**config.mk**
```make
export PLATFORM = sky130hd
export DESIGN_NAME = kts_ctrl
export DESIGN_NICKNAME = d
export VERILOG_FILES = /design/src/rtl/kts_pkg.sv /design/src/rtl/kts_ctrl.sv
export SDC_FILE = /design/constraint.sdc
export NUM_CORES = 1
export LEC_CHECK = 0
export ABC_AREA = 1
export BUFFER_PORTS_ARGS = -buffer_cell sky130_fd_sc_hd__buf_2
export CAP_MARGIN = 40
export CORE_MARGIN = 2
export CORE_UTILIZATION = 30
export CTS_CLUSTER_DIAMETER = 100
export DETAILED_ROUTE_END_ITERATION = 8
export HOLD_SLACK_MARGIN = 0.05
export PLACE_DENSITY = 0.56
export SETUP_SLACK_MARGIN = 0.05
export SLEW_MARGIN = 20
export SYNTH_ARGS = -nofsm -noshare
export SYNTH_HDL_FRONTEND = slang
export SYNTH_SLANG_ARGS = --single-unit
```
**constraint.sdc**
```tcl
create_clock -name i_clk -period 1.6 [get_ports i_clk]
set_input_delay 0.48 -clock i_clk [delete_from_list [all_inputs] [get_ports i_clk]]
set_output_delay 0.48 -clock i_clk [all_outputs]
set_load 0.02 [all_outputs]
```
**src/rtl/kts_pkg.sv**
```systemverilog
// Shared types and constants for the keyframe track sampler.
`default_nettype none
package kts_pkg;

    localparam int SLOT_W  = 8;
    localparam int PTR_W   = SLOT_W + 1;
    localparam int FRAME_W = 16;
    localparam int VAL_W   = 24;
    localparam int TIME_W  = 24;
    localparam int MODE_W  = 2;
    localparam int NCOMP   = 3;
    localparam int COMP_W  = 2;
    localparam int FRAC_W  = 16;
    localparam int QUO_W   = FRAC_W + 1;
    localparam int CNT_W   = 5;
    localparam int PROD_W  = (VAL_W + 1) + (QUO_W + 1);

    localparam logic [VAL_W-1:0]  ONE_Q16  = VAL_W'(1 << FRAC_W);
    localparam logic [PROD_W-1:0] RND_HALF = PROD_W'(1 << (FRAC_W - 1));

    // Request kinds
    localparam logic KIND_WRITE  = 1'b0;
    localparam logic KIND_SAMPLE = 1'b1;

    // Track modes; the unused code behaves as step
    localparam logic [MODE_W-1:0] MODE_LIN3 = 2'd0;
    localparam logic [MODE_W-1:0] MODE_LIN1 = 2'd1;
    localparam logic [MODE_W-1:0] MODE_STEP = 2'd2;

    // Controller to datapath commands
    typedef struct packed {
        logic              accept;
        logic              wr;
        logic              ptr_inc;
        logic              take_prev;
        logic              div_init;
        logic              div_step;
        logic              mul;
        logic              acc;
        logic [COMP_W-1:0] comp;
        logic              ld_default;
        logic              ld_prev;
    } t_cmd;

    // Datapath to controller status
    typedef struct packed {
        logic empty;
        logic step;
        logic le_q;
        logic lt_q;
        logic ptr_lt_end;
    } t_stat;

endpackage
`default_nettype wire

```
**src/rtl/kts_ctrl.sv**
```systemverilog
// Controller: sequences key search, divide and interpolation for each request.
`default_nettype none
module kts_ctrl (
    input  wire logic           i_clk,
    input  wire logic           i_rst_n,
    input  wire logic           i_start,
    input  wire logic           i_kind,
    input  wire kts_pkg::t_stat i_stat,
    output kts_pkg::t_cmd       o_cmd,
    output logic                o_busy,
    output logic                o_valid
);
    import kts_pkg::*;

    typedef enum logic [2:0] {
        S_IDLE,
        S_FIRST,
        S_SCAN,
        S_DIV,
        S_MUL,
        S_ACC,
        S_OUTP
    } t_state;

    localparam logic [CNT_W-1:0]  DIV_LAST  = CNT_W'(QUO_W - 1);
    localparam logic [COMP_W-1:0] COMP_LAST = COMP_W'(NCOMP - 1);

    t_state             r_state, n_state;
    logic [CNT_W-1:0]   r_cnt, n_cnt;
    logic [COMP_W-1:0]  r_comp, n_comp;
    logic               r_valid, n_valid;

    // Next state and command decode
    always_comb begin
        n_state = r_state;
        n_cnt   = r_cnt;
        n_comp  = r_comp;
        n_valid = 1'b0;
        o_cmd   = '0;
        o_cmd.comp = r_comp;

        unique case (r_state)
            S_IDLE: begin
                if (i_start) begin
                    if (i_kind == KIND_SAMPLE) begin
                        o_cmd.accept = 1'b1;
                        n_state      = S_FIRST;
                    end else begin
                        o_cmd.wr = 1'b1;
                    end
                end
            end
            S_FIRST: begin
                if (i_stat.empty) begin
                    o_cmd.ld_default = 1'b1;
                    n_valid          = 1'b1;
                    n_state          = S_IDLE;
                end else begin
                    o_cmd.take_prev = 1'b1;
                    if (!i_stat.ptr_lt_end || !i_stat.lt_q) begin
                        n_state = S_OUTP;
                    end else begin
                        o_cmd.ptr_inc = 1'b1;
                        n_state       = S_SCAN;
                    end
                end
            end
            S_SCAN: begin
                if (i_stat.step ? i_stat.le_q : i_stat.lt_q) begin
                    // key reached; keep scanning while keys remain
                    o_cmd.take_prev = 1'b1;
                    if (i_stat.ptr_lt_end) begin
                        o_cmd.ptr_inc = 1'b1;
                    end else begin
                        n_state = S_OUTP;
                    end
                end else if (i_stat.step) begin
                    n_state = S_OUTP;
                end else begin
                    o_cmd.div_init = 1'b1;
                    n_cnt          = '0;
                    n_state        = S_DIV;
                end
            end
            S_DIV: begin
                o_cmd.div_step = 1'b1;
                n_cnt          = r_cnt + CNT_W'(1);
                if (r_cnt == DIV_LAST) begin
                    n_comp  = '0;
                    n_state = S_MUL;
                end
            end
            S_MUL: begin
                o_cmd.mul = 1'b1;
                n_state   = S_ACC;
            end
            S_ACC: begin
                o_cmd.acc = 1'b1;
                if (r_comp == COMP_LAST) begin
                    n_valid = 1'b1;
                    n_state = S_IDLE;
                end else begin
                    n_comp  = r_comp + COMP_W'(1);
                    n_state = S_MUL;
                end
            end
            S_OUTP: begin
                o_cmd.ld_prev = 1'b1;
                n_valid       = 1'b1;
                n_state       = S_IDLE;
            end
            default: begin
                n_state = S_IDLE;
            end
        endcase
    end

    // State and result strobe
    always_ff @(posedge i_clk) begin
        if (!i_rst_n) begin
            r_state <= S_IDLE;
            r_cnt   <= '0;
            r_comp  <= '0;
            r_valid <= 1'b0;
        end else begin
            r_state <= n_state;
            r_cnt   <= n_cnt;
            r_comp  <= n_comp;
            r_valid <= n_valid;
        end
    end

    assign o_busy  = (r_state != S_IDLE);
    assign o_valid = r_valid;

endmodule
`default_nettype wire

```
==> summary.md, run 1 <==
| Metric | Value |
|---|---|
| Run status | complete, but fails checks |
| Failing checks | setup timing |
| Cells after synthesis | 121 |
| Ys async rst share | 0% |
| CTS tree | built |
| Port bufs | 22 |
| Placement Setup Slack | -0.0140 ns |
| Remaining DRCs | 0 |
| Layout cells sized above 1 | a little over two fifths |
| Req. time, crit path | around 1.1 ns |
| WHS Path Cells | 3 |
| Clock transition at path regs | 0.07 ns |
| Peak supply drop | between 0.3 and 0.4 mV |
| Total gr overflow | 0 |
| Antenna Nets Post-Route | 0 |
| Synth top area share | about 28% |
| Worst Path Arrival | roughly 1.3 ns |
| Period utilization | 109% |
| Sink Count | 11 |
| Worst setup startpoint | r_state[1] |
| ANT cells | 0 |
| Fmax | 573 MHz |
| Starting Density | a little under a third |
| Total wire length | 2140 um |
| Yosys warnings | 0 |
| Hold WC Path Type | primary input to register |
| DRT iter0 DRCs | 16 |
| Crit-path max cell delay | roughly 0.37 ns |
| Die area | 3060 um^2 |
| Seq/Total Area, Yosys | around 28% |
| Post-DP HPWL | 1530 um |
| Number of H-tree levels | 1 |
| R2R setup slack | 0.12 ns |
| Synth area leaders | dfxtp_1 (28%), nand2_1 (14%), inv_1 (7.1%) |
| Minimum clock period | about 1.7 ns |
| Crit path cell chain | buf_6, nor3_2, nand2_1, inv_1, buf_4 |
| Max_cap viols | 0 |
| Total track usage | between 10% and 20% |
| Clock Latency Late Sink | about 0.27 ns |
| Largest net degree at the start of global routing | 11 |
| Final WS setup | -0.144 ns |
| Critical Path End Type | primary output |
| Vias per inst | about 4.7 |
| EDFF count, synth | 0 |
| Layout area overhead | 51.3% |
| RSZ-0062 raised after global routing | true |
| CP max-delay cell | dfxtp_4 |
| Avg Inst Size Synth | around 6.5 um^2 |
| Vert. Die Dim | around 55 um |
| TritonCTS buffer count | 3 |
| Row cnt | 18 |
| Lkg Pwr | 0.000568 uW |
| Avg WL per Cell | 11.3 um |
| Post-layout util | 48.2% |
| Layout Nets | between 150 and 200 |
| Main synth FF type | dfxtp_1 |
| Core area | approximately 2500 um^2 |
| DR vias | approximately 900 |
| Final Hold Vio Count | 0 |
| Skew final | 0.00174 ns |
| Root buf cell | clkbuf_4 |
| Worst hold start | i_rst_n |
| IO Pins | 23 |
| Worst Tran Pin Value | ~0.30 ns |
| First-pass iteration count of the detailed router | 4 |
| Worst r2r src | r_state[1] |
| #FFs+latches synth | 11 |
| Slew HR | roughly four fifths |
| Most frequent cell after synthesis | nand2_1 |
| Worst-path fanout max | 4 |
| WS Path Type | register to primary output |
| Setup Viol. Count Final | 8 |
| Power, Total | between 700 and 800 uW |
| CP startpoint kind | register |
| Syn Nets | 133 |
| Post-synth top cells | nand2_1 (30), inv_1 (15), nor2_1 (14) |
| Pins Over Slew Limit | 0 |
| Yosys top cell by area | dfxtp_1 |
| Clk buf depth | 2 |
| Worst Reg2Reg Path Length in Cells | 10 |
| Vias in the first global route | approximately 850 |
| Die width | around 55 um |
| Mapped Area | between 700 and 800 um^2 |
| Antenna violations before repair | 0 |
| First-pass GRT wire length | between 3000 and 4000 um |
| Hold Slack | 0.449 ns |
| Yosys cell types | 24 |
| Placer congestion estimate | 0.813 |
| Power Density | 590 nW/um^2 |
## stage by stage
stage          TNS, ns  instance area [um^2]  std cells
2_1_floorplan  -0.0243                   803        121
3_3_place_gp         0                   988        179
3_5_place_dp   -0.0140                   988        179
4_1_cts         -0.662                  1130        188
5_1_grt          -1.21                  1190        190
6_report        -0.570                  1190        190
## registers in the layout, summed over array words and instances (netlist names)
register  cells
r_comp        2
o_valid       1
r_state       3
r_cnt         5
## final timing paths
check / endpoint
hold / removal: r_comp[0]
setup / recovery: o_cmd[1]
setup reg to reg: r_state[0]
hold reg to reg: r_comp[1]
## power breakdown
group	switching (uW)	internal, uW
clock	93.8	96.5
combinational	126	95.2
sequential	13.0	281
## routing by layer
layer | track usage [%] | vias to the layer above | share of wire, %
met2 | 23.5 | 14 | 52
met1 | 16.1 | 410 | 43
met5 | 0 | - | 0
met4 | 5.23 | 0 | 0.75
li1 | - | 465 | -
met3 | 3.75 | 2 | 3.9
## logic make-up (layout without fill, tap and decap cells)
kind of cell,count (synthesis),in the layout,share of synthesized area [%]
flip-flops,11,11,27.9
AO/OA/AOI/OAI,15,15,11.4
buffers and inverters,21,60,11.9
AND/OR/NAND/NOR,71,71,44.1
adder cells (fa/ha/maj),3,3,4.75
## placed cells by master, fill, tap and decap left out, drive strengths merged
master   n
clkinv   1
ha       3
o21ai    3
nand2   32
nand4    3
o21bai   1
a21oi   10
and2     1
inv     18
nor3b    1
nor2    16
nor3     1
a31oi    1
or2      2
nand3   15
buf     37
clkbuf   4
dfxtp   11
## worst max-delay path, delay by kind of cell (launching register included)
family	cells	cell delay, ns
buffers and inverters	3	0.32
flip-flops	1	0.37
AND/OR/NAND/NOR	2	0.30
## repair_timing
action                     CTS  global route
setup buffers                5             2
hold buffers                 0             0
pin swaps                    3             2
gates resized for setup     27            15
setup endpoints to repair   11            11
## layout make-up
class / instances / area (um^2)
well taps: 30 / 37.5
repair buffers: 37 / 279
fillers: 263 / 1280
inverters: 19 / 86.3
clock buffers: 4 / 26.3
multi-input cells: 89 / 534
flip-flops and latches: 11 / 231
No activity file was read; power rests on OpenSTA's default activity.
==> run 2: changes to the inputs <==
GPL_TIMING_DRIVEN = 0   (was default)
PLACE_DENSITY = default   (was 0.56)
==> summary.md, run 2 (synthesized netlist as in run 1, its figures left out) <==
| Metric | Value |
|---|---|
| Root buf cell | clkbuf_4 |
| Minimum clock period | 1.79 ns (+0.0423 ns) |
| Most frequent cells in the layout | nand2_1 (25), buf_4 (15), inv_1 (13) |
| ANT cells | 0 (unchanged) |
| Largest register by flop count | r_cnt |
| Vert. Die Dim | 55.3 um (unchanged) |
| Die width | 55.3 um (unchanged) |
| DRT iter0 DRCs | 19 (+3) |
| Worst-path fanout max | 8 (+4) |
| Total track usage | 12.9% (-0.76 points) |
| Core area | 2480 um^2 (unchanged) |
| Largest net degree at the start of global routing | 11 (unchanged) |
| Antenna violations before repair | 0 (unchanged) |
| First-pass iteration count of the detailed router | 4 (unchanged) |
| Number of H-tree levels | 1 (unchanged) |
| Failing checks | setup timing |
| Sink Count | 11 (unchanged) |
| Req. time, crit path | 1.12 ns (about the same) |
| IO Pins | 23 (unchanged) |
| WS Path Type | register to primary output |
| Clock transition at path regs | 0.07 ns (about the same) |
| Peak supply drop | 0.428 mV (+23%) |
| Setup Viol. Count Final | 8 (unchanged) |
| Clk buf depth | 2 (unchanged) |
| WHS Path Cells | 3 (unchanged) |
| Layout Nets | 174 (+0.58%) |
| Run status | complete, but fails checks |
| Fill cells | 243 (-7.6%) |
| Worst Tran Pin Value | 0.284 ns (-0.0144 ns) |
| Final Hold Vio Count | 0 (unchanged) |
| Layout cells sized above 1 | 42.9% (+0.98 points) |
| Vias in the first global route | 781 (-8.5%) |
| TritonCTS buffer count | 3 (unchanged) |
| First-pass GRT wire length | 3240 um (-7.5%) |
| Antenna Nets Post-Route | 0 (unchanged) |
| Post-DP HPWL | 1370 um (-11%) |
| Clock Latency Late Sink | 0.27 ns (about the same) |
| Die area | 3060 um^2 (unchanged) |
| Slew HR | 81.0% (+0.96 points) |
| RSZ-0062 raised after global routing | true |
| Total wire length | 2130 um (-0.56%) |
| Port bufs | 22 (unchanged) |
| Worst Reg2Reg Path Length in Cells | 11 (+1) |
| Top Registers | r_cnt: 5 flops, r_state: 3 flops, r_comp: 2 flops |
| Sequential cell area | 228 um^2 (-1.6%) |
| DR vias | 913 (+2.5%) |
| Lkg Pwr | 0.000599 uW (+5.3%) |
| Power Density | 592 nW/um^2 (+0.35%) |
| Layout area overhead | 56.4% |
| Remaining DRCs | 0 (unchanged) |
| Starting Density | 31.9% (unchanged) |
| CTS tree | built |
| Max_cap viols | 0 (unchanged) |
| Vias per inst | 4.78 (+1.9%) |
| Placer congestion estimate | 0.823 (+1.2%) |
| Period utilization | 112% (+2.6 points) |
| Row cnt | 18 (unchanged) |
| CP startpoint kind | register |
| Commonest non-fill, non-tap cell in the layout | nand2_1 |
| Avg WL per Cell | 11.2 um (-1.1%) |
| Hold WC Path Type | primary input to register |
| Final WS setup | -0.186 ns (-0.0423 ns) |
| Total gr overflow | 0 (unchanged) |
| Fmax | 560 MHz (-2.4%) |
| Max reg flops | 5 (unchanged) |
| Worst Path Arrival | 1.31 ns (+0.05 ns) |
| Pins Over Slew Limit | 0 (unchanged) |
| Critical Path End Type | primary output |
| Skew final | 0.00414 ns (+0.00240 ns) |
| Multi-input logic area | 554 um^2 (+3.7%) |
| Hold Slack | 0.449 ns (-0.000634 ns) |
| Total Neg Setup Slack | -0.722 ns (-0.152 ns) |
run 2: metal layers:
layer / vias to the layer above / global-route usage, % / share of wire [%]
met5: - / 0 / 0
met4: 0 / 4.18 / 0.33
met3: 2 / 2.11 / 5.9
met2: 30 / 23.0 / 50
met1: 410 / 15.7 / 43
li1: 471 / - / -
run 2: power breakdown:
| group | leakage, uW | switching [uW] | internal (uW) |
|---|---|---|---|
| sequential | 0.0000903 | 15.0 | 281 |
| clock | 0.0000150 | 96.7 | 96.4 |
| combinational | 0.000493 | 134 | 108 |
| total | 0.000599 | 245 | 486 |
run 2: worst paths after layout:
check | startpoint | to | slack (ns)
max | r_state[1] | o_cmd[10] | -0.19
min | i_rst_n | r_comp[0] | 0.45
max reg2reg | r_state[1] | r_state[0] | 0.11
min reg2reg | r_comp[1] | r_comp[1] | 0.49
run 2: area by class of cell:
cell class / count / share of cell area, %
Buffer: 1 / 0.912
Inverter: 19 / 6.99
Sequential cell: 11 / 18.4
Multi-Input combinational cell: 89 / 44.9
Timing Repair Buffer: 37 / 23.6
Clock buffer: 4 / 2.13
Tap cell: 30 / 3.04
run 2: what timing repair did:
action                                  in CTS  in global routing
endpoints found under the setup margin      11                 11
gates resized for setup                     37                 13
buffers inserted                             9                  6
pin swaps                                    2                  6
hold buffers                                 0                  0
run 2: worst max-delay path, stage by stage, from the launching register on:
cell	delay, ns
dfxtp_1	0.31
buf_6	0.14
nor2_4	0.15
nand2_4	0.09
nor3b_4	0.20
buf_6	0.14
run 2: stage by stage:
step | utilization [%] | setup slack (ns) | cell area [um^2] | total power [uW] | instances
floorplan | - | -0.0243 | 803 | 409 | 121
global placement | 38.4 | -0.0262 | 951 | 456 | 173
detailed placement | 38.4 | -0.0389 | 951 | 457 | 173
CTS | 46.8 | -0.138 | 1160 | 706 | 186
global route | 49.8 | -0.226 | 1230 | 772 | 191
finish | 49.8 | -0.186 | 1230 | 731 | 191
==> run 3: changes to the inputs <==
REMOVE_ABC_BUFFERS = 1   (was default)
clock period = 1.7 ns   (was 1.6 ns; I/O delays follow)
==> summary.md, run 3 (synthesized netlist as in run 1, its figures left out) <==
| Metric | Value |
|---|---|
| Crit-path max cell delay | 0.39 ns (+0.08 ns) |
| Vias per inst | 4.80 (+0.44%) |
| WS Path Type | register to primary output |
| DR vias | 893 (-2.2%) |
| Run status | complete, but fails checks |
| Sink Count | 11 (unchanged) |
| Crit path cell chain | nor2_4, nand2_2, nor3b_2, buf_4 |
| Req. time, crit path | 1.19 ns (+0.07 ns) |
| Clock transition at path regs | 0.07 ns (about the same) |
| Largest register by flop count | r_cnt |
| Setup crit end | o_cmd[10] |
| Placer congestion estimate | 0.758 (-7.8%) |
| Hold Slack | 0.475 ns (+0.0261 ns) |
| Failing checks | setup timing |
| CTS Hold Bufs | 0 (unchanged) |
| Worst Reg2Reg Path Length in Cells | 9 (-2) |
| DRT iter0 DRCs | 18 (-1) |
| Vias in the first global route | 811 (+3.8%) |
| Lkg Pwr | 0.000545 uW (-8.9%) |
| Fmax | slightly below 600 MHz |
| Setup Viol. Count Final | 1 (-7) |
| CTS tree | built |
| Layout area overhead | 41.7% |
| Layout Nets | 169 (-2.9%) |
| Antenna Nets Post-Route | 0 (unchanged) |
| Worst setup startpoint | r_state[1] |
| Post-DP HPWL | 1400 um (+2.6%) |
| Worst-path fanout max | 6 (-2) |
| Layout cells sized above 1 | 37.8% (-5.0 points) |
| TritonCTS buffer count | 3 (unchanged) |
| Peak supply drop | 0.502 mV (+17%) |
| Critical path depth | 4 (-1) |
| Power Density | 574 nW/um^2 (-3.1%) |
| Number of H-tree levels | 1 (unchanged) |
| R2R setup slack | 0.33 ns (+0.22 ns) |
| Worst Path Arrival | 1.22 ns (-0.09 ns) |
| Starting Density | 31.9% (unchanged) |
| Root buf cell | clkbuf_4 |
| Port bufs | 22 (unchanged) |
| Remaining DRCs | 0 (unchanged) |
| ANT cells | 0 (unchanged) |
| Placement Setup Slack | -0.00908 ns (+0.0298 ns) |
| Die width | 55.3 um (unchanged) |
| Die area | 3060 um^2 (unchanged) |
| First-pass GRT wire length | 3480 um (+7.4%) |
| CP bufs+invs | 1 (-1) |
| Hold WC Path Type | primary input to register |
| Vert. Die Dim | 55.3 um (unchanged) |
| Antenna violations before repair | 0 (unchanged) |
| Final Hold Vio Count | 0 (unchanged) |
| Total track usage | 14.2% (+1.3 points) |
| CP max-delay cell | dfxtp_4 |
| Row cnt | 18 (unchanged) |
| Total wire length | 2010 um (-5.5%) |
| Total gr overflow | 0 (unchanged) |
| Reg2reg end | r_state[1] |
| Skew final | 0.00308 ns (-0.00106 ns) |
| RSZ-0062 raised after global routing | true |
| Minimum clock period | 1.73 ns |
| Post-layout util | 45.2% (-4.7 points) |
| Max_cap viols | 0 (unchanged) |
| Top Registers | r_cnt: 5 flops, r_state: 3 flops, r_comp: 2 flops |
| Max reg flops | 5 (unchanged) |
| Worst Tran Pin Value | 0.282 ns (-0.00132 ns) |
| Worst r2r src | r_state[1] |
| Avg WL per Cell | 10.8 um (-2.9%) |
| Final WS setup | -0.0297 ns (+0.156 ns) |
| Slew HR | 81.1% (+0.089 points) |
| Commonest non-fill, non-tap cell in the layout | nand2_1 |
| Clock Latency Late Sink | 0.27 ns (about the same) |
| Clk buf depth | 2 (unchanged) |
| CP startpoint kind | register |
| Largest net degree at the start of global routing | 11 (unchanged) |
| Critical Path End Type | primary output |
| Most frequent cells in the layout | nand2_1 (29), buf_4 (16), inv_1 (14) |
| Worst path top cell family by delay | flip-flops |
| First-pass iteration count of the detailed router | 4 (unchanged) |
| Core area | 2480 um^2 (unchanged) |
| Total Neg Setup Slack | -0.0297 ns (+0.693 ns) |
| Pins Over Slew Limit | 0 (unchanged) |
| IO Pins | 23 (unchanged) |
| Period utilization | 102% |
-- run 3: worst min path at each step --
stage | cells after the start | from | endpoint
2_1_floorplan | 2 | r_cnt[4] | r_cnt[4]
3_3_place_gp | 2 | r_cnt[4] | r_cnt[4]
3_5_place_dp | 2 | r_cnt[4] | r_cnt[4]
4_1_cts | 3 | i_rst_n | r_comp[0]
5_1_grt | 3 | i_rst_n | r_comp[0]
6_report | 3 | i_rst_n | r_comp[0]
-- run 3: final cells by class --
| type | instances | area (um^2) |
|---|---|---|
| repair buffers | 33 | 236 |
| fillers | 274 | 1360 |
| clock inverters | 1 | 5.00 |
| flip-flops and latches | 11 | 231 |
| well taps | 30 | 37.5 |
| inverters | 19 | 76.3 |
| clock buffers | 3 | 22.5 |
| multi-input cells | 89 | 509 |
-- run 3: routing by layer --
metal  global-route usage, %  vias up  part of all wire (%)
met4                    4.18        0                  0.74
li1                        -      459                     -
met1                    17.7      408                    41
met5                       0        -                     0
met2                    24.1       24                    53
met3                    3.51        2                   5.2
-- run 3: worst reg2reg max path, cell delays in order, from the launching register on --
cell	delay, ns
dfxtp_4	0.42
buf_4	0.16
nand2_2	0.07
nor2_4	0.11
buf_4	0.13
nand2_2	0.09
nand2_1	0.09
inv_1	0.05
nand3_1	0.07
a21oi_1	0.06
-- run 3: metrics by stage --
stage,cells,cell area [um^2],total power (uW)
floorplan,119,767,374
finish,186,1120,642
global placement,171,915,416
global route,186,1120,676
CTS,186,1100,640
detailed placement,171,915,418
-- run 3: what timing repair did --
action | 4_1_cts | 5_1_grt
pin swaps | 5 | 3
buffers inserted | 11 | 0
resized for setup | 30 | 4
setup endpoints to repair | 11 | 10
-- run 3: report_power, final --
| part | internal [uW] | switching, uW | total, uW |
|---|---|---|---|
| combinational | 77.5 | 104 | 182 |
| clock | 87.2 | 91.8 | 179 |
| sequential | 264 | 16.9 | 281 |
| total | 429 | 213 | 642 |
